`src/design/route_entry_table_unit_macros.svh`:
```
// Assertion macros shared by the route entry table RTL.
// Included by route_entry_table_unit.sv; expects a clock clk and reset rst_n in scope.
`ifndef ROUTE_ENTRY_TABLE_UNIT_MACROS_SVH
`define ROUTE_ENTRY_TABLE_UNIT_MACROS_SVH

// A condition that must hold at every clock edge outside reset.
`define RETE_ASSERT(lbl, cond, msg) \
  lbl: assert property (@(posedge clk) disable iff (!rst_n) (cond)) else $error(msg);

// An implication from one cycle into the next.
`define RETE_ASSERT_NEXT(lbl, pre, post, msg) \
  lbl: assert property (@(posedge clk) disable iff (!rst_n) (pre) |=> (post)) else $error(msg);

`endif

```
`src/design/rete_pkg.sv`:
```
// Shared types and constants of the route entry table.
// No dependencies; used by the interfaces and all modules.
`timescale 1ns / 1ps

package rete_pkg;

  localparam int REQ_W    = 2;
  localparam int STATUS_W = 3;
  localparam int KEY_W    = 16;
  localparam int ADDR_W   = 32;
  localparam int PLEN_W   = 6;
  localparam int IFACE_W  = 8;
  localparam int PAY_W    = 2 * ADDR_W + PLEN_W + IFACE_W;

  localparam logic [REQ_W-1:0] REQ_CREATE = 2'd0;
  localparam logic [REQ_W-1:0] REQ_UPDATE = 2'd1;
  localparam logic [REQ_W-1:0] REQ_DELETE = 2'd2;

  localparam logic [STATUS_W-1:0] ST_OK        = 3'd0;
  localparam logic [STATUS_W-1:0] ST_FULL      = 3'd1;
  localparam logic [STATUS_W-1:0] ST_NOT_FOUND = 3'd2;
  localparam logic [STATUS_W-1:0] ST_EXHAUSTED = 3'd3;
  localparam logic [STATUS_W-1:0] ST_UNKNOWN   = 3'd4;

  // Outcome flags of one pass over the slot tags.
  typedef struct packed {
    logic free_found;
    logic hit_found;
  } scan_flags_t;

endpackage

```
`src/design/rete_if.sv`:
```
// Request and response channel interfaces of the route entry table.
// Depends on rete_pkg for the field widths.
`timescale 1ns / 1ps

interface rete_req_if import rete_pkg::*; ();
  logic                valid;
  logic                ready;
  logic [REQ_W-1:0]    req_type;
  logic                auto_id;
  logic [KEY_W-1:0]    entry_id;
  logic [ADDR_W-1:0]   dest_addr;
  logic [PLEN_W-1:0]   prefix_len;
  logic [ADDR_W-1:0]   gateway_addr;
  logic [IFACE_W-1:0]  out_iface;

  modport source (output valid, req_type, auto_id, entry_id, dest_addr, prefix_len,
                  gateway_addr, out_iface, input ready);
  modport sink   (input valid, req_type, auto_id, entry_id, dest_addr, prefix_len,
                  gateway_addr, out_iface, output ready);
endinterface

interface rete_rsp_if import rete_pkg::*; ();
  logic                valid;
  logic                ready;
  logic [STATUS_W-1:0] status;
  logic [KEY_W-1:0]    result_id;

  modport source (output valid, status, result_id, input ready);
  modport sink   (input valid, status, result_id, output ready);
endinterface

```
`src/design/rete_scan.sv`:
```
// Accumulator for one pass over the slot tags: largest valid id, lowest free
// slot and lowest slot matching the key. Depends on rete_pkg.
`timescale 1ns / 1ps

module rete_scan import rete_pkg::*; #(
  parameter int NUM_SLOTS = 32,
  parameter int ID_BITS   = 16
) (
  input  logic                         clk,
  input  logic                         rst_n,
  input  logic                         start,
  input  logic                         tag_vld,
  input  logic [$clog2(NUM_SLOTS)-1:0] tag_idx,
  input  logic                         tag_valid,
  input  logic [ID_BITS-1:0]           tag_id,
  input  logic [ID_BITS-1:0]           key,
  output logic [ID_BITS-1:0]           top_id,
  output logic [$clog2(NUM_SLOTS)-1:0] free_idx,
  output logic [$clog2(NUM_SLOTS)-1:0] hit_idx,
  output scan_flags_t                  flags
);

  localparam int AW = $clog2(NUM_SLOTS);

  logic [ID_BITS-1:0] top_r, top_nxt;
  logic [AW-1:0]      free_idx_r, free_idx_nxt;
  logic [AW-1:0]      hit_idx_r, hit_idx_nxt;
  scan_flags_t        flags_r, flags_nxt;

  always_comb begin
    top_nxt      = top_r;
    free_idx_nxt = free_idx_r;
    hit_idx_nxt  = hit_idx_r;
    flags_nxt    = flags_r;
    if (start) begin
      top_nxt   = '0;
      flags_nxt = '0;
    end else if (tag_vld) begin
      if (tag_valid && (tag_id > top_r)) begin
        top_nxt = tag_id;
      end
      // Slots arrive in ascending order, so the first hit is the lowest one.
      if (!tag_valid && !flags_r.free_found) begin
        flags_nxt.free_found = 1'b1;
        free_idx_nxt         = tag_idx;
      end
      if (tag_valid && (tag_id == key) && !flags_r.hit_found) begin
        flags_nxt.hit_found = 1'b1;
        hit_idx_nxt         = tag_idx;
      end
    end
  end

  always_ff @(posedge clk) begin
    if (!rst_n) begin
      flags_r <= '0;
      top_r   <= '0;
    end else begin
      flags_r <= flags_nxt;
      top_r   <= top_nxt;
    end
    free_idx_r <= free_idx_nxt;
    hit_idx_r  <= hit_idx_nxt;
  end

  assign top_id   = top_r;
  assign free_idx = free_idx_r;
  assign hit_idx  = hit_idx_r;
  assign flags    = flags_r;

endmodule

```
`src/design/route_entry_table_unit.sv`:
```
// Top level of the route entry table: tag and payload memories, request
// sequencer and response register. Depends on rete_pkg, rete_if and rete_scan.
//
//   channel   direction  handshake       contents
//   in_req    in         valid / ready   req_type, auto_id, entry_id, route payload
//   out_rsp   out        valid / ready   status, result_id
//
// A request reads the tag memory one slot per cycle through a registered read
// port, then the S_DONE state decides and writes back. After reset a clearing
// pass zeroes the valid marks; no request is taken during it. Requests are
// handled one at a time; the next one is taken while a response waits in the
// output register, and the write-back holds until that register is free.
`timescale 1ns / 1ps

module route_entry_table_unit import rete_pkg::*; #(
  parameter int NUM_SLOTS = 32,
  parameter int ID_BITS   = 16
) (
  input  logic        clk,
  input  logic        rst_n,
  rete_req_if.sink    in_req,
  rete_rsp_if.source  out_rsp
);

  `include "route_entry_table_unit_macros.svh"

  localparam int AW = $clog2(NUM_SLOTS);
  localparam int CW = $clog2(NUM_SLOTS + 1);
  localparam logic [ID_BITS-1:0] ID_MAX = '1;

  localparam logic [1:0] S_CLEAR = 2'd0;
  localparam logic [1:0] S_IDLE  = 2'd1;
  localparam logic [1:0] S_SCAN  = 2'd2;
  localparam logic [1:0] S_DONE  = 2'd3;

  logic [1:0]    state_r, state_nxt;
  logic [CW-1:0] cnt_r, cnt_nxt;

  // Latched request.
  logic [REQ_W-1:0]   req_type_r;
  logic               auto_r;
  logic [ID_BITS-1:0] key_r;
  logic [PAY_W-1:0]   pay_r;

  // Memories: tag holds {valid, id}, payload holds the route fields.
  logic [ID_BITS:0]   tag_mem [NUM_SLOTS];
  logic [PAY_W-1:0]   pay_mem [NUM_SLOTS];
  logic [ID_BITS:0]   tag_rd_r;
  logic               rd_en;
  logic [AW-1:0]      rd_addr;
  logic               rd_vld_r;
  logic [AW-1:0]      rd_idx_r;

  logic               tag_we;
  logic [AW-1:0]      tag_wa;
  logic [ID_BITS:0]   tag_wd;
  logic               pay_we;

  // Scan results.
  logic [ID_BITS-1:0] top_id;
  logic [AW-1:0]      free_idx;
  logic [AW-1:0]      hit_idx;
  scan_flags_t        flags;

  // Response register.
  logic                out_valid_r, out_valid_nxt;
  logic [STATUS_W-1:0] out_status_r;
  logic [KEY_W-1:0]    out_rid_r;

  logic                accept;
  logic                done_fire;
  logic [STATUS_W-1:0] dec_status;
  logic [ID_BITS-1:0]  dec_rid;
  logic [ID_BITS-1:0]  new_id;

  assign in_req.ready = (state_r == S_IDLE);
  assign accept       = in_req.valid && in_req.ready;
  assign done_fire    = (state_r == S_DONE) && (!out_valid_r || out_rsp.ready);
  assign rd_en        = (state_r == S_SCAN) && (cnt_r < CW'(NUM_SLOTS));
  assign rd_addr      = cnt_r[AW-1:0];

  rete_scan #(
    .NUM_SLOTS (NUM_SLOTS),
    .ID_BITS   (ID_BITS)
  ) u_scan (
    .clk       (clk),
    .rst_n     (rst_n),
    .start     (accept),
    .tag_vld   (rd_vld_r),
    .tag_idx   (rd_idx_r),
    .tag_valid (tag_rd_r[ID_BITS]),
    .tag_id    (tag_rd_r[ID_BITS-1:0]),
    .key       (key_r),
    .top_id    (top_id),
    .free_idx  (free_idx),
    .hit_idx   (hit_idx),
    .flags     (flags)
  );

  // Sequencer.
  always_comb begin
    state_nxt = state_r;
    cnt_nxt   = cnt_r;
    unique case (state_r)
      S_CLEAR: begin
        cnt_nxt = cnt_r + 1'b1;
        if (cnt_r == CW'(NUM_SLOTS - 1)) begin
          state_nxt = S_IDLE;
        end
      end
      S_IDLE: begin
        cnt_nxt = '0;
        if (accept) begin
          state_nxt = S_SCAN;
        end
      end
      S_SCAN: begin
        if (rd_en) begin
          cnt_nxt = cnt_r + 1'b1;
        end else if (!rd_vld_r) begin
          state_nxt = S_DONE;
        end
      end
      S_DONE: begin
        if (done_fire) begin
          state_nxt = S_IDLE;
        end
      end
      default: state_nxt = S_IDLE;
    endcase
  end

  // Decision and write-back. Writes only happen after the scan has drained,
  // so the next request never reads an entry that is still being written.
  always_comb begin
    new_id     = top_id + 1'b1;
    dec_status = ST_OK;
    dec_rid    = key_r;
    tag_we     = 1'b0;
    tag_wa     = free_idx;
    tag_wd     = {1'b1, key_r};
    pay_we     = 1'b0;
    unique case (req_type_r)
      REQ_CREATE: begin
        if (auto_r && (top_id == ID_MAX)) begin
          dec_status = ST_EXHAUSTED;
          dec_rid    = '0;
        end else begin
          if (auto_r) begin
            dec_rid = new_id;
          end
          tag_wd = {1'b1, dec_rid};
          if (!flags.free_found) begin
            dec_status = ST_FULL;
          end else begin
            tag_we = done_fire;
            pay_we = done_fire;
          end
        end
      end
      REQ_UPDATE: begin
        tag_wa = hit_idx;
        if (!flags.hit_found) begin
          dec_status = ST_NOT_FOUND;
        end else begin
          tag_we = done_fire;
          pay_we = done_fire;
        end
      end
      REQ_DELETE: begin
        tag_wa = hit_idx;
        tag_wd = {1'b0, key_r};
        if (!flags.hit_found) begin
          dec_status = ST_NOT_FOUND;
        end else begin
          tag_we = done_fire;
        end
      end
      default: begin
        dec_status = ST_UNKNOWN;
        dec_rid    = '0;
      end
    endcase
    if (state_r == S_CLEAR) begin
      tag_we = 1'b1;
      tag_wa = cnt_r[AW-1:0];
      tag_wd = '0;
    end
  end

  always_ff @(posedge clk) begin
    if (tag_we) begin
      tag_mem[tag_wa] <= tag_wd;
    end
    if (pay_we) begin
      pay_mem[tag_wa] <= pay_r;
    end
    if (rd_en) begin
      tag_rd_r <= tag_mem[rd_addr];
    end
  end

  always_comb begin
    out_valid_nxt = out_valid_r;
    if (out_valid_r && out_rsp.ready) begin
      out_valid_nxt = 1'b0;
    end
    if (done_fire) begin
      out_valid_nxt = 1'b1;
    end
  end

  always_ff @(posedge clk) begin
    if (!rst_n) begin
      state_r     <= S_CLEAR;
      cnt_r       <= '0;
      rd_vld_r    <= 1'b0;
      out_valid_r <= 1'b0;
    end else begin
      state_r     <= state_nxt;
      cnt_r       <= cnt_nxt;
      rd_vld_r    <= rd_en;
      out_valid_r <= out_valid_nxt;
    end
    rd_idx_r <= rd_addr;
    if (accept) begin
      req_type_r <= in_req.req_type;
      auto_r     <= in_req.auto_id;
      key_r      <= ID_BITS'(in_req.entry_id);
      pay_r      <= {in_req.dest_addr, in_req.gateway_addr, in_req.prefix_len,
                     in_req.out_iface};
    end
    if (done_fire) begin
      out_status_r <= dec_status;
      out_rid_r    <= KEY_W'(dec_rid);
    end
  end

  assign out_rsp.valid     = out_valid_r;
  assign out_rsp.status    = out_status_r;
  assign out_rsp.result_id = out_rid_r;

  `RETE_ASSERT(a_no_write_in_scan, !((state_r == S_SCAN) && tag_we), "tag write during scan")
  `RETE_ASSERT(a_rd_in_scan, !rd_vld_r || (state_r == S_SCAN), "tag data outside scan")
  `RETE_ASSERT(a_unknown_rid, !(out_rsp.valid && (out_rsp.status == ST_UNKNOWN)) || (out_rsp.result_id == '0), "unknown request with nonzero id")
  `RETE_ASSERT_NEXT(a_done_to_idle, done_fire, (state_r == S_IDLE) && out_valid_r, "write-back did not publish response")

endmodule
```
`src/flat_wrapper.sv`:
```
// flat-port wrapper written by rule: the top's interface ports become plain ports
module route_entry_table_unit_flat import rete_pkg::*;
#(
  parameter int NUM_SLOTS = 32,
  parameter int ID_BITS   = 16
)
  (clk, rst_n, in_req_valid, in_req_req_type, in_req_auto_id, in_req_entry_id, in_req_dest_addr, in_req_prefix_len, in_req_gateway_addr, in_req_out_iface, in_req_ready, out_rsp_valid, out_rsp_status, out_rsp_result_id, out_rsp_ready);
  rete_req_if in_req_i ();
  rete_rsp_if out_rsp_i ();
  input  logic clk;
  input  logic rst_n;
  input wire logic [$bits(in_req_i.valid)-1:0] in_req_valid;
  input wire logic [$bits(in_req_i.req_type)-1:0] in_req_req_type;
  input wire logic [$bits(in_req_i.auto_id)-1:0] in_req_auto_id;
  input wire logic [$bits(in_req_i.entry_id)-1:0] in_req_entry_id;
  input wire logic [$bits(in_req_i.dest_addr)-1:0] in_req_dest_addr;
  input wire logic [$bits(in_req_i.prefix_len)-1:0] in_req_prefix_len;
  input wire logic [$bits(in_req_i.gateway_addr)-1:0] in_req_gateway_addr;
  input wire logic [$bits(in_req_i.out_iface)-1:0] in_req_out_iface;
  output wire logic [$bits(in_req_i.ready)-1:0] in_req_ready;
  output wire logic [$bits(out_rsp_i.valid)-1:0] out_rsp_valid;
  output wire logic [$bits(out_rsp_i.status)-1:0] out_rsp_status;
  output wire logic [$bits(out_rsp_i.result_id)-1:0] out_rsp_result_id;
  input wire logic [$bits(out_rsp_i.ready)-1:0] out_rsp_ready;
  assign in_req_i.valid = in_req_valid;
  assign in_req_i.req_type = in_req_req_type;
  assign in_req_i.auto_id = in_req_auto_id;
  assign in_req_i.entry_id = in_req_entry_id;
  assign in_req_i.dest_addr = in_req_dest_addr;
  assign in_req_i.prefix_len = in_req_prefix_len;
  assign in_req_i.gateway_addr = in_req_gateway_addr;
  assign in_req_i.out_iface = in_req_out_iface;
  assign in_req_ready = in_req_i.ready;
  assign out_rsp_valid = out_rsp_i.valid;
  assign out_rsp_status = out_rsp_i.status;
  assign out_rsp_result_id = out_rsp_i.result_id;
  assign out_rsp_i.ready = out_rsp_ready;
  route_entry_table_unit #(.NUM_SLOTS(NUM_SLOTS), .ID_BITS(ID_BITS)) u_core (.clk(clk), .rst_n(rst_n), .in_req(in_req_i), .out_rsp(out_rsp_i));
endmodule
```
`config.mk`:
```
export PLATFORM = sky130hd
export DESIGN_NAME = route_entry_table_unit_flat
export DESIGN_NICKNAME = d
export VERILOG_FILES = /design/src/design/rete_pkg.sv /design/src/design/rete_if.sv /design/src/design/rete_scan.sv /design/src/design/route_entry_table_unit.sv /design/src/flat_wrapper.sv
export VERILOG_INCLUDE_DIRS = /design/src /design/src/design
export SDC_FILE = /design/constraint.sdc
export NUM_CORES = 1
export LEC_CHECK = 0
export BUFFER_PORTS_ARGS = -buffer_cell sky130_fd_sc_hd__buf_2
export CORE_MARGIN = 4
export CORE_UTILIZATION = 56
export CTS_CLUSTER_SIZE = 28
export DETAILED_ROUTE_END_ITERATION = 12
export GPL_ROUTABILITY_DRIVEN = 0
export PLACE_DENSITY = 0.74
export SYNTH_ARGS = -nofsm -noshare
export SYNTH_HDL_FRONTEND = slang
export SYNTH_SLANG_ARGS = --single-unit
```
`constraint.sdc`:
```
create_clock -name clk -period 4.5 [get_ports clk]
set_input_delay 0.9 -clock clk [delete_from_list [all_inputs] [get_ports clk]]
set_output_delay 0.9 -clock clk [all_outputs]
set_load 0.05 [all_outputs]
```
==> summary.txt <==
Finish
  • Synthesis-to-layout area growth: 13.44%
  • Post-Layout Inst Area: 29330 sq um
  • Fill count: 3026
  • Finished Layout Cells: 2164
  • Register area: 18960 sq um
  • Core Util, Final: 64.50%
  • Final net count: 1640
  • Area of the multi-input gates: 6746 sq um
  • Share of layout cells above drive strength 1: 26.79%
  • Number of diodes: 0

Route
  • Total number of vias: 13712
  • # DRC: 0
  • Initial DRC count: 1937
  • Remaining antenna violation count after routing: 0
  • Drt first pass iters: 5
  • Drt via density: 6.336
  • Total wire length: 57.81 mm
  • Avg WL per Cell: 26.71 microns

Clock tree
  • Htree depth: 2
  • Worst-Skew Late Latency: 0.62 ns
  • Longest Clk Path Bufs: 3
  • CTS tree: yes
  • Post-cts sizing count: 0
  • Clk slew on worst S/H paths: 0.06 ns
  • Post CTS Setup Buffer Count: 0
  • Root buffer cell: clkbuf_16
  • Hold buffers post-CTS: 0
  • Num CTS Buffers: 59
  • TritonCTS Sinks: 642

Setup path
  • Critical path type: flop to flop
  • CP Max Fanout: 32
  • CP max stage cell: ha_1
  • Most used cell, CP: buf_4
  • Critical Path RT: 4.78 ns
  • CP Launch Type: flop
  • Worst Path Buf+Inv: 3
  • Critical path's largest stage delay: 0.59 ns
  • Cell Chain, Critical Path: inv_1, ha_1, nor2b_1, a311oi_4, buf_4, nor4_2, buf_4
  • CP Capture Type: flop
  • WP data arrival: 3.43 ns
  • CP top delay family: simple AND/OR/NAND/NOR gates

STA
  • Hold_ws: 0.4306 ns
  • Final worst slack: 1.346 ns
  • Fmax: 0.3171 GHz
  • Final setup violation count: 0
  • Final period utilization: 70.08%
  • Slew Limit Headroom: 21.60%
  • Worst Max-Slew Pin Slew: 1.174 ns
  • Setup tns final: 0 ns
  • Slew Viols, Final: 0
  • RSZ-0062 raised after global routing: no
  • Endpoints failing hold: 0
  • Min Tclk post-route: 3.154 ns
  • Clk_skew: 0.02659 ns

Synth
  • Yosys reg bits: 642
  • Syn_nets: 1536
  • Avg Cell Area, Syn: 18.35 sq um
  • Post-Synthesis Cells: 1409
  • Seq/Total Area, Yosys: 73.28%
  • Syn. warnings: 0
  • Synth unique cells: 51
  • Top FF cell, synth: edfxtp_1
  • Number of synthesized flops with an enable pin: 609
  • Synth async-reset ratio: 0%
  • Mapped cell area: 25860 sq um
  • Share of the synthesized area in the top cell type: 70.72%
  • Largest area contributor in the netlist: edfxtp_1
  • Most common cell in the synthesized netlist: edfxtp_1
  • Post-synth top cells: edfxtp_1 (609), mux4_2 (119), nand2_1 (88)
  • Synth top area cells: edfxtp_1 (71%), mux4_2 (10%), dfxtp_1 (2.6%)

Place
  • Post-Place Setup Slack: 1.351 ns
  • Placed Instance Area: 27320 sq um
  • Dpl cells: 2052
  • HPWL Detailed: 34.23 mm
  • Buffers added on ports: 43

Floorplan
  • Core area: 45480 sq um
  • Die Ht: 222.9 microns
  • Initial core utilization: 56.86%
  • Num ports: 122
  • Die span in x: 222.9 microns
  • Die ar.: 49680 sq um
  • Row Count: 78

GRT
  • Largest net degree at the start of global routing: 77
  • Vias in the first global route: 13607
  • Global-route wire length before repair: 87.07 mm
  • Initial antenna violation count: 0
  • Global Route Usage Sum: 23.28%
  • GRT Residual Overflow: 0

Status
  • Status: complete, no violations

Worst hold path
  • Hold WC Path Type: flop to flop

Flow run
  • Max Cap Viol: 0

Pwr
  • Total power: 16.36 mW
  • Peak supply drop: 0.0003237 V
  • PD cells: 557.9 nW/um^2
  • Pleak: 9.465 nW
## flip-flops by register name, summed over array words and instances (netlist names), 2 cells and up
signal and count:
u_core.u_scan.free_idx 5, u_core.out_rsp.result_id 16, u_core.out_rsp.status 3, u_core.key_r 16, u_core.rd_idx_r 5, u_core.cnt_r 6
u_core.u_scan.flags 2, u_core.u_scan.top_id 16, u_core.u_scan.hit_idx 5, u_core.state_r 2, u_core.tag_rd_r 17, u_core.req_type_r 2
u_core.tag_mem 544
## cell type report
cell class	instances	share of cell area, %
repair buffers	113	2.611
multi-input cells	671	23.00
clock buffers	65	5.183
well taps	600	2.559
flip-flops and latches	642	64.64
clock inverters	47	1.672
inverters	26	0.3327
## cells by family after synthesis
| kind of cell | after synthesis | share of synthesized area, % |
|---|---|---|
| AND/OR/NAND/NOR | 224 | 4.205 |
| flip-flops | 642 | 73.28 |
| multiplexers | 199 | 13.63 |
| buffers and inverters | 96 | 1.703 |
| AO/OA/AOI/OAI | 191 | 4.878 |
| adder cells (fa/ha/maj) | 26 | 1.258 |
| XOR/XNOR | 31 | 1.050 |
## where the power goes
group	internal [mW]	leakage, nW	switching [mW]
Combinational	1.39	2.55	2.15
Sequential	7.41	5.92	0.286
Clock	3.01	0.994	2.12
Total	11.8	9.47	4.55
## worst reg2reg max path, stage by stage (launching register included)
cell      delay [ns]
edfxtp_1        0.38
inv_1           0.08
ha_1            0.59
nor2b_1         0.55
a311oi_4        0.19
buf_4           0.33
nor4_2          0.36
buf_4           0.35
## routing by layer
metal | part of all wire (%) | global-route usage [%] | vias up
met5 | 0 | 0 | -
met4 | 3.4 | 8.153 | 0
met3 | 7.7 | 3.461 | 84
met2 | 48 | 36.17 | 589
met1 | 41 | 34.53 | 7148
li1 | - | - | 5891
## final timing paths
kind | from | to | slack [ns] | cells after the start
worst min-delay path | u_core.rd_idx_r[0] | u_core.u_scan.hit_idx[0] | 0.43 | 0
worst min register to register | u_core.rd_idx_r[0] | u_core.u_scan.hit_idx[0] | 0.43 | 0
worst max-delay path | u_core.req_type_r[0] | u_core.tag_mem[14][7] | 1.35 | 7
worst max register to register | u_core.req_type_r[0] | u_core.tag_mem[14][7] | 1.35 | 7
## cells in the final DEF, fill, tap and decap left out, types with 24 or more instances in the layout
master,Yosys,final
buf_4,6,68
nand2_1,88,88
mux2i_1,46,46
buf_2,28,43
ha_1,26,25
mux2_2,34,34
clkbuf_16,0,60
inv_1,26,26
dfxtp_1,33,29
edfxtp_1,609,609
nor3_2,0,24
o211ai_1,33,33
a21oi_1,68,61
mux4_2,119,119
o21ai_0,33,31
(Power assumes the default switching activity.)
